### config.mk
export PLATFORM = sky130hd
export DESIGN_NAME = fifo_queue_with_search_unit
export DESIGN_NICKNAME = d
export VERILOG_FILES = /design/src/design/fqs_pkg.sv /design/src/design/fqs_ram.sv /design/src/design/fqs_ctrl.sv /design/src/design/fifo_queue_with_search_unit.sv
export SDC_FILE = /design/constraint.sdc
export NUM_CORES = 1
export LEC_CHECK = 0
export BUFFER_PORTS_ARGS = -buffer_cell sky130_fd_sc_hd__buf_2
export CORE_ASPECT_RATIO = 1.2
export CORE_MARGIN = 1
export CORE_UTILIZATION = 35
export DETAILED_ROUTE_END_ITERATION = 16
export GPL_ROUTABILITY_DRIVEN = 0
export GPL_TIMING_DRIVEN = 0
export SLEW_MARGIN = 20
export SYNTH_ARGS = -nofsm -noshare
export SYNTH_HDL_FRONTEND = slang
export SYNTH_SLANG_ARGS = --single-unit
### constraint.sdc
create_clock -name clk_i -period 10.83 [get_ports clk_i]
set_input_delay 0.5415 -clock clk_i [delete_from_list [all_inputs] [get_ports clk_i]]
set_output_delay 0.5415 -clock clk_i [all_outputs]
set_load 0.05 [all_outputs]
### src/design/fqs_pkg.sv
// Shared types, constants and helper functions for the queue-with-search block.
package fqs_pkg;

  localparam int unsigned DEPTH      = 16;
  localparam int unsigned DATA_WIDTH = 32;
  localparam int unsigned PTR_W      = $clog2(DEPTH);
  localparam int unsigned CNT_W      = $clog2(DEPTH + 1);
  localparam int unsigned FIELD_W    = 32;
  localparam int unsigned POS_W      = 5;

  typedef enum logic [2:0] {
    FUNC_PUSH  = 3'd0,
    FUNC_POP   = 3'd1,
    FUNC_READ  = 3'd2,
    FUNC_FIND  = 3'd3,
    FUNC_CLEAR = 3'd4
  } func_e;

  typedef enum logic [1:0] {
    ST_OK   = 2'd0,
    ST_FAIL = 2'd1,
    ST_FULL = 2'd2
  } status_e;

  typedef enum logic [2:0] {
    S_IDLE,
    S_DECODE,
    S_RDWAIT,
    S_SCAN,
    S_RESP
  } state_e;

  typedef struct packed {
    logic [2:0]                func;
    logic signed [FIELD_W-1:0] data_value;
    logic [POS_W-1:0]          position;
  } fqs_in_t;

  typedef struct packed {
    logic [1:0]                status;
    logic signed [FIELD_W-1:0] result_value;
    logic [POS_W-1:0]          found_position;
    logic [POS_W-1:0]          item_count;
    logic                      is_empty;
  } fqs_out_t;

  typedef struct packed {
    logic busy;
    logic res_valid;
  } fqs_stat_t;

  typedef struct packed {
    logic                  we;
    logic [PTR_W-1:0]      waddr;
    logic [DATA_WIDTH-1:0] wdata;
    logic [PTR_W-1:0]      raddr;
  } fqs_mem_req_t;

  // Low DATA_WIDTH bits of the 32-bit field, zero-filled when wider.
  function automatic logic [DATA_WIDTH-1:0] to_store(logic [FIELD_W-1:0] v);
    logic [63:0] t;
    t = {32'd0, v};
    return t[DATA_WIDTH-1:0];
  endfunction

  function automatic logic [FIELD_W-1:0] to_field(logic [DATA_WIDTH-1:0] v);
    logic [63:0] t;
    t = 64'(v);
    return t[FIELD_W-1:0];
  endfunction

  function automatic logic [POS_W-1:0] cnt_field(logic [CNT_W-1:0] c);
    logic [15:0] t;
    t = 16'(c);
    return t[POS_W-1:0];
  endfunction

  function automatic logic [PTR_W-1:0] ring_next(logic [PTR_W-1:0] p);
    return (p == PTR_W'(DEPTH - 1)) ? '0 : p + 1'b1;
  endfunction

  function automatic logic [PTR_W-1:0] ring_add(logic [PTR_W-1:0] base,
                                                logic [PTR_W-1:0] off);
    logic [PTR_W:0] s;
    s = {1'b0, base} + {1'b0, off};
    if (s >= (PTR_W + 1)'(DEPTH)) begin
      s = s - (PTR_W + 1)'(DEPTH);
    end
    return s[PTR_W-1:0];
  endfunction

endpackage

### src/design/fqs_ram.sv
// Generic single-write, single-read RAM with registered read data.
module fqs_ram #(
  parameter int unsigned WIDTH = 32,
  parameter int unsigned DEPTH = 16
) (
  input  logic                     clk_i,
  input  logic                     we_i,
  input  logic [$clog2(DEPTH)-1:0] waddr_i,
  input  logic [WIDTH-1:0]         wdata_i,
  input  logic [$clog2(DEPTH)-1:0] raddr_i,
  output logic [WIDTH-1:0]         rdata_o
);

  logic [WIDTH-1:0] mem_q [DEPTH];

  always_ff @(posedge clk_i) begin
    if (we_i) begin
      mem_q[waddr_i] <= wdata_i;
    end
    rdata_o <= mem_q[raddr_i];
  end

endmodule

### src/design/fqs_ctrl.sv
// Request sequencer: ring pointers, entry count and the shared address/compare step.
module fqs_ctrl
  import fqs_pkg::*;
(
  input  logic                  clk_i,
  input  logic                  rst_ni,
  input  logic                  start_i,
  input  fqs_in_t               req_i,
  input  logic                  out_free_i,
  input  logic [DATA_WIDTH-1:0] rdata_i,
  output fqs_mem_req_t          mem_o,
  output fqs_stat_t             stat_o,
  output fqs_out_t              res_o
);

  state_e                state_q, state_d;
  logic [PTR_W-1:0]      head_q, head_d;
  logic [PTR_W-1:0]      tail_q, tail_d;
  logic [CNT_W-1:0]      count_q, count_d;
  logic [PTR_W-1:0]      rd_ptr_q, rd_ptr_d;
  logic [PTR_W-1:0]      idx_q, idx_d;
  fqs_in_t               req_q, req_d;
  status_e               status_q, status_d;
  logic [FIELD_W-1:0]    value_q, value_d;
  logic [POS_W-1:0]      found_q, found_d;

  func_e                 func_w;
  logic                  empty_w;
  logic                  full_w;
  logic                  read_bad_w;
  logic [15:0]           pos_m1_w;
  logic [DATA_WIDTH-1:0] key_w;
  logic [CNT_W-1:0]      idx_p1_w;
  logic                  hit_w;
  logic                  last_w;

  assign func_w     = func_e'(req_q.func);
  assign empty_w    = (count_q == '0);
  assign full_w     = (count_q >= CNT_W'(DEPTH));
  assign read_bad_w = (req_q.position == '0) || (16'(req_q.position) > 16'(count_q));
  assign pos_m1_w   = 16'(req_q.position) - 16'd1;
  assign key_w      = to_store(req_q.data_value);
  assign idx_p1_w   = CNT_W'(idx_q) + 1'b1;
  assign hit_w      = (rdata_i == key_w);
  assign last_w     = (idx_p1_w == count_q);

  // Next state
  always_comb begin
    state_d = state_q;
    unique case (state_q)
      S_IDLE: begin
        if (start_i) state_d = S_DECODE;
      end
      S_DECODE: begin
        unique case (func_w)
          FUNC_POP:  state_d = empty_w    ? S_RESP : S_RDWAIT;
          FUNC_READ: state_d = read_bad_w ? S_RESP : S_RDWAIT;
          FUNC_FIND: state_d = empty_w    ? S_RESP : S_SCAN;
          default:   state_d = S_RESP;
        endcase
      end
      S_RDWAIT: state_d = S_RESP;
      S_SCAN: begin
        if (hit_w || last_w) state_d = S_RESP;
      end
      S_RESP: begin
        if (out_free_i) state_d = S_IDLE;
      end
      default: state_d = S_IDLE;
    endcase
  end

  // Outputs and datapath
  always_comb begin
    head_d     = head_q;
    tail_d     = tail_q;
    count_d    = count_q;
    rd_ptr_d   = rd_ptr_q;
    idx_d      = idx_q;
    req_d      = req_q;
    status_d   = status_q;
    value_d    = value_q;
    found_d    = found_q;
    mem_o      = '0;
    mem_o.raddr = rd_ptr_q;
    mem_o.waddr = tail_q;
    mem_o.wdata = key_w;

    unique case (state_q)
      S_IDLE: begin
        if (start_i) begin
          req_d    = req_i;
          status_d = ST_OK;
          value_d  = '0;
          found_d  = '0;
        end
      end
      S_DECODE: begin
        unique case (func_w)
          FUNC_PUSH: begin
            if (full_w) begin
              status_d = ST_FULL;
            end else begin
              mem_o.we = 1'b1;
              tail_d   = ring_next(tail_q);
              count_d  = count_q + 1'b1;
            end
          end
          FUNC_POP: begin
            if (empty_w) begin
              status_d = ST_FAIL;
            end else begin
              mem_o.raddr = head_q;
              head_d      = ring_next(head_q);
              count_d     = count_q - 1'b1;
            end
          end
          FUNC_READ: begin
            if (read_bad_w) begin
              status_d = ST_FAIL;
            end else begin
              mem_o.raddr = ring_add(head_q, pos_m1_w[PTR_W-1:0]);
            end
          end
          FUNC_FIND: begin
            if (empty_w) begin
              status_d = ST_FAIL;
            end else begin
              mem_o.raddr = head_q;
              rd_ptr_d    = head_q;
              idx_d       = '0;
            end
          end
          FUNC_CLEAR: begin
            head_d  = '0;
            tail_d  = '0;
            count_d = '0;
          end
          default: status_d = ST_FAIL;
        endcase
      end
      S_RDWAIT: value_d = to_field(rdata_i);
      S_SCAN: begin
        priority if (hit_w) begin
          found_d = cnt_field(idx_p1_w);
        end else if (last_w) begin
          status_d = ST_FAIL;
        end else begin
          // advance to the next entry; its data returns next cycle
          rd_ptr_d    = ring_next(rd_ptr_q);
          mem_o.raddr = ring_next(rd_ptr_q);
          idx_d       = idx_q + 1'b1;
        end
      end
      S_RESP: ;
      default: ;
    endcase
  end

  always_comb begin
    stat_o.busy      = (state_q != S_IDLE);
    stat_o.res_valid = (state_q == S_RESP) && out_free_i;
    res_o.status         = status_q;
    res_o.result_value   = value_q;
    res_o.found_position = found_q;
    res_o.item_count     = cnt_field(count_q);
    res_o.is_empty       = empty_w;
  end

  always_ff @(posedge clk_i or negedge rst_ni) begin
    if (!rst_ni) begin
      state_q <= S_IDLE;
      head_q  <= '0;
      tail_q  <= '0;
      count_q <= '0;
    end else begin
      state_q <= state_d;
      head_q  <= head_d;
      tail_q  <= tail_d;
      count_q <= count_d;
    end
  end

  always_ff @(posedge clk_i) begin
    rd_ptr_q <= rd_ptr_d;
    idx_q    <= idx_d;
    req_q    <= req_d;
    status_q <= status_d;
    value_q  <= value_d;
    found_q  <= found_d;
  end

`ifndef SYNTH
  a_count_bound: assert property (@(posedge clk_i) disable iff (!rst_ni)
    count_q <= CNT_W'(DEPTH))
    else $error("entry count above depth");

  a_ptr_meet: assert property (@(posedge clk_i) disable iff (!rst_ni)
    (count_q == '0 || count_q == CNT_W'(DEPTH)) |-> head_q == tail_q)
    else $error("pointers disagree with empty or full count");

  a_scan_range: assert property (@(posedge clk_i) disable iff (!rst_ni)
    state_q == S_SCAN |-> idx_p1_w <= count_q)
    else $error("scan offset beyond stored entries");

  a_scan_hold: assert property (@(posedge clk_i) disable iff (!rst_ni)
    state_q == S_SCAN |-> $stable(count_q) && $stable(head_q))
    else $error("queue state changed during search");
`endif

endmodule

### src/design/fifo_queue_with_search_unit.sv
// Top level of the bounded FIFO queue with peek and search.
//
// A bounded first-in first-out queue of DEPTH signed values kept in a ring
// in a single RAM. Each accepted item is one request: push, pop, read by
// 1-based position from the front, find the first position holding a value,
// or clear; each yields exactly one result item carrying status, value, found
// position, entry count and an empty flag. The block takes one request at a
// time and holds in_stall_o high until that request's result has been loaded
// into the output register, which can still be waiting on out_stall_i while
// the next request is accepted. Push, clear, refused and failed requests need
// no RAM read; pop and read need one; find compares stored entries from the
// front until the first match or the last entry. The search rate is set by
// the RAM's single read port, one stored entry per cycle through one shared
// comparator. The RAM needs no clearing pass after reset: only entries
// between head and tail are ever used.
module fifo_queue_with_search_unit
  import fqs_pkg::*;
(
  input  logic     clk_i,
  input  logic     rst_ni,
  input  logic     in_valid_i,
  output logic     in_stall_o,
  input  fqs_in_t  in_i,
  output logic     out_valid_o,
  input  logic     out_stall_i,
  output fqs_out_t out_o
);

  fqs_stat_t             stat;
  fqs_mem_req_t          mem_req;
  fqs_out_t              res;
  logic [DATA_WIDTH-1:0] rdata;
  logic                  start;
  logic                  out_free;
  logic                  out_valid_q, out_valid_d;
  fqs_out_t              out_q;

  // Accept only while the sequencer is idle.
  assign in_stall_o = stat.busy;
  assign start      = in_valid_i && !stat.busy;

  // The output register is free when empty or being taken this cycle.
  assign out_free = !out_valid_q || !out_stall_i;

  fqs_ram #(
    .WIDTH (DATA_WIDTH),
    .DEPTH (DEPTH)
  ) u_ram (
    .clk_i   (clk_i),
    .we_i    (mem_req.we),
    .waddr_i (mem_req.waddr),
    .wdata_i (mem_req.wdata),
    .raddr_i (mem_req.raddr),
    .rdata_o (rdata)
  );

  fqs_ctrl u_ctrl (
    .clk_i      (clk_i),
    .rst_ni     (rst_ni),
    .start_i    (start),
    .req_i      (in_i),
    .out_free_i (out_free),
    .rdata_i    (rdata),
    .mem_o      (mem_req),
    .stat_o     (stat),
    .res_o      (res)
  );

  // Load a new result, or drop the held one once taken.
  always_comb begin
    out_valid_d = out_valid_q;
    priority if (stat.res_valid) begin
      out_valid_d = 1'b1;
    end else if (!out_stall_i) begin
      out_valid_d = 1'b0;
    end
  end

  always_ff @(posedge clk_i or negedge rst_ni) begin
    if (!rst_ni) begin
      out_valid_q <= 1'b0;
    end else begin
      out_valid_q <= out_valid_d;
    end
  end

  always_ff @(posedge clk_i) begin
    if (stat.res_valid) begin
      out_q <= res;
    end
  end

  assign out_valid_o = out_valid_q;
  assign out_o       = out_q;

`ifndef SYNTH
  a_no_overwrite: assert property (@(posedge clk_i) disable iff (!rst_ni)
    stat.res_valid |-> !(out_valid_q && out_stall_i))
    else $error("result loaded over a held item");

  a_one_result: assert property (@(posedge clk_i) disable iff (!rst_ni)
    stat.res_valid |=> !stat.res_valid)
    else $error("two results for one request");

  a_stall_on_start: assert property (@(posedge clk_i) disable iff (!rst_ni)
    start |=> in_stall_o)
    else $error("not busy after accepting a request");
`endif

endmodule

==> run_results.csv <==
group,metric,value,unit
global_route,antenna_found_initial,1,
clock_network,cts_buffer_depth,3,
synth,synth_cell_type_count,74,
drt,vias,15027,
synth,yosys.cell_count.top_type,"edfxtp_1",
synth,synth_top_flop_cell,"edfxtp_1",
drt,drtIter0Drc,1315,
floorplanning,start_util,35.54,%
synth,synthTopCellsByArea,"edfxtp_1 (71%), mux2_2 (5.2%), mux2i_1 (3.6%)",
power_and_ir_drop,finalPower,8.395,mW
timing,finalHoldViolCount,0,
cells_and_area,fillers,6860,
synth,synth_seq_cells,693,
floorplanning,die_y,307.6,um
cells_and_area,drive_gt1_share,25.73,%
global_route,track_usage,17.30,%
timing,drv_slew,0,
status,status,"complete, no violations",
floorplanning,io_pins,91,
clock_network,numCtsBuffers,74,
timing,final-setup-viol-count,0,
setup_path,arrival,5460,ps
run,max-cap-violations,0,
floorplanning,std_cell_rows,111,
drt,routedWlPerCell,23.89,um
setup_path,cp-end-kind,"register",
synth,synthesis.nets,1643,
synth,synth_area_leader_cell,"edfxtp_1",
drt,drc,0,
synth,synth-edff-count,644,
timing,max_freq,202.9,MHz
clock_network,cts_tree,"built",
power_and_ir_drop,ir_drop,119.9,uV
clock_network,cts_root_buf,"clkbuf_16",
clock_network,clock_latency,630,ps
floorplanning,die_width,256.7,um
setup_path,crit_fanout,17,
cells_and_area,multi_input_area,0.006526,sq mm
place,placed_cells,2724,
setup_path,cp_data_required_time,11360,ps
cells_and_area,regArea,0.02040,sq mm
clock_network,cts.repair.resized,0,
power_and_ir_drop,cellPowerDensity,260.2,mW/mm^2
synth,synth_common_cells,"edfxtp_1 (644), mux2_2 (125), nand2_1 (105)",
min_path,hold_path.class,"in2reg",
cells_and_area,synthToLayoutAreaGrowth,18.40,%
timing,fin_ws,5902,ps
clock_network,postCtsSetupBuffers,0,
synth,synth_area_per_cell,17.27,sq um
cells_and_area,layout.cells.non_filler,2864,
place,pre_cts_slack,5875,ps
timing,timing.slew.headroom,40.76,%
global_route,grt_first_pass_wirelength,99940,um
cells_and_area,final_core_util,42.08,%
timing,fin_skew,29.61,ps
place,io_buffers,90,
global_route,grt_max_degree,33,
global_route,grt_pass1_vias,15467,
timing,period_share,45.51,%
clock_network,clk_pin_slew_worst_paths,60,ps
floorplanning,die_area,0.07897,sq mm
setup_path,crit_path_start_kind,"register",
synth,synth-seq-area-share,74.89,%
timing,tns,0,ps
drt,ant_nets,0,
synth,postSynthCellCount,1578,
setup_path,worstSetupPathType,"reg2reg",
drt,wirelength,68430,um
timing,rsz0062_at_grt,"no",
drt,vias_per_cell,5.247,
drt,dr.pass1.iters,5,
global_route,grt_overflow,0,
clock_network,hold_buffers,1,
synth,syn_area,0.02725,sq mm
timing,fin_crit,4928,ps
timing,worstMarginPinSlew,888.5,ps
clock_network,cts_max_level,3,
synth,yosys_warnings,0,
clock_network,cts.sinks,693,
power_and_ir_drop,p_leak,11.00,nW
place,hpwlAfterDp,46920,um
cells_and_area,nets,1849,
synth,synth_top_area_share,70.98,%
floorplanning,core_area,0.07666,sq mm
synth,async_flop_share,2.453,%
layer usage:
layer	vias to the layer above	GRT usage [%]	share of wire, %
met3	100	2.601	5.5
met5	-	0	0
li1	6652	-	-
met2	539	30.05	50
met4	0	6.589	3.0
met1	7736	21.72	41
state kept, by name, summed over array words and instances (netlist names), 3 cells and up:
| register | flops |
|---|---|
| out_o | 45 |
| u_ctrl.count_q | 5 |
| u_ctrl.found_q | 5 |
| u_ctrl.func_w | 3 |
| u_ctrl.head_q | 4 |
| u_ctrl.idx_q | 4 |
| u_ctrl.key_w | 32 |
| u_ctrl.rd_ptr_q | 4 |
| u_ctrl.req_q | 5 |
| u_ctrl.state_q | 3 |
| u_ctrl.tail_q | 4 |
| u_ctrl.value_q | 32 |
| u_ram.mem_q | 512 |
| u_ram.rdata_o | 32 |
worst max-delay path, stage by stage, from the launching register on:
cell and delay [ps]:
edfxtp_1 680, xor2_1 310, nor4_1 500, nand4_1 410, o21ai_1 450, mux2i_1 430, nand2_2 210, buf_4 250
buf_4 200, nand3_1 210, clkbuf_1 700, o22ai_1 230, a211oi_2 220
worst paths after layout:
path                                   start                end  slack (ps)  depth (start not counted)
min in group asynchronous             rst_ni        out_valid_o         410                          2
max in group asynchronous             rst_ni   u_ctrl.tail_q[2]       10090                          2
min                                  in_i[7]    u_ctrl.key_w[2]         100                          1
min reg2reg                u_ctrl.found_q[0]           out_o[6]         420                          0
max                         u_ctrl.key_w[17]  u_ram.rdata_o[10]        5900                         12
max reg2reg                 u_ctrl.key_w[17]  u_ram.rdata_o[10]        5900                         12
through the flow:
stage                     hold WS (ps)  instance area, sq um
after floorplan                  245.9                 27250
after global placement           402.1                 28970
after detailed placement         404.5                 29740
after CTS                        58.77                 32250
after global routing             76.66                 32260
final                            95.47                 32260
area by class of cell:
type                            instances  share of cell area [%]
Multi-Input combinational cell        795                   20.23
Buffer                                 74                   1.191
Clock inverter                         39                   1.520
Antenna cell                            1                0.007757
Tap cell                             1017                   3.944
Clock buffer                           99                   6.256
Sequential cell                       693                   63.25
Timing Repair Buffer                  130                   3.405
Inverter                               16                  0.1939
cell families (layout without fill, tap and decap cells):
group / Yosys count / count (layout) / share of synthesized area, %
xor+xnor: 47 / 47 / 1.561
mux: 224 / 224 / 8.835
other cells: 0 / 1 / 0
buf+inv: 90 / 358 / 1.630
compound gates: 243 / 243 / 7.472
flops: 693 / 693 / 74.89
simple gates: 260 / 260 / 4.592
fa+ha+maj: 21 / 21 / 1.019
cells in the final DEF, fill, tap and decap left out, drive strengths merged, types with 4 or more instances in the layout:
master and n:
nor2 45, and2 35, bufinv 10, buf 177, a21o 5, o22a 31, a211oi 35, dfrtp 17
or2 4, o22ai 34, inv 17, and3 5, clkbuf 125, nand3 16, dfxtp 32, nand2 106
o21ai 25, a21oi 19, nand2b 9, a32o 32, xnor2 9, a221oi 31, nor4 8, mux2i 98
edfxtp 644, xor2 37, mux2 126, nand4 7, clkinv 27, nor3 13, ha 19, a221o 4
power breakdown:
| part | internal [mW] | switching [mW] |
|---|---|---|
| Clock | 1.56 | 1.04 |
| Combinational | 0.790 | 1.40 |
| Sequential | 3.35 | 0.266 |
Power figures use the tool's default switching activity.
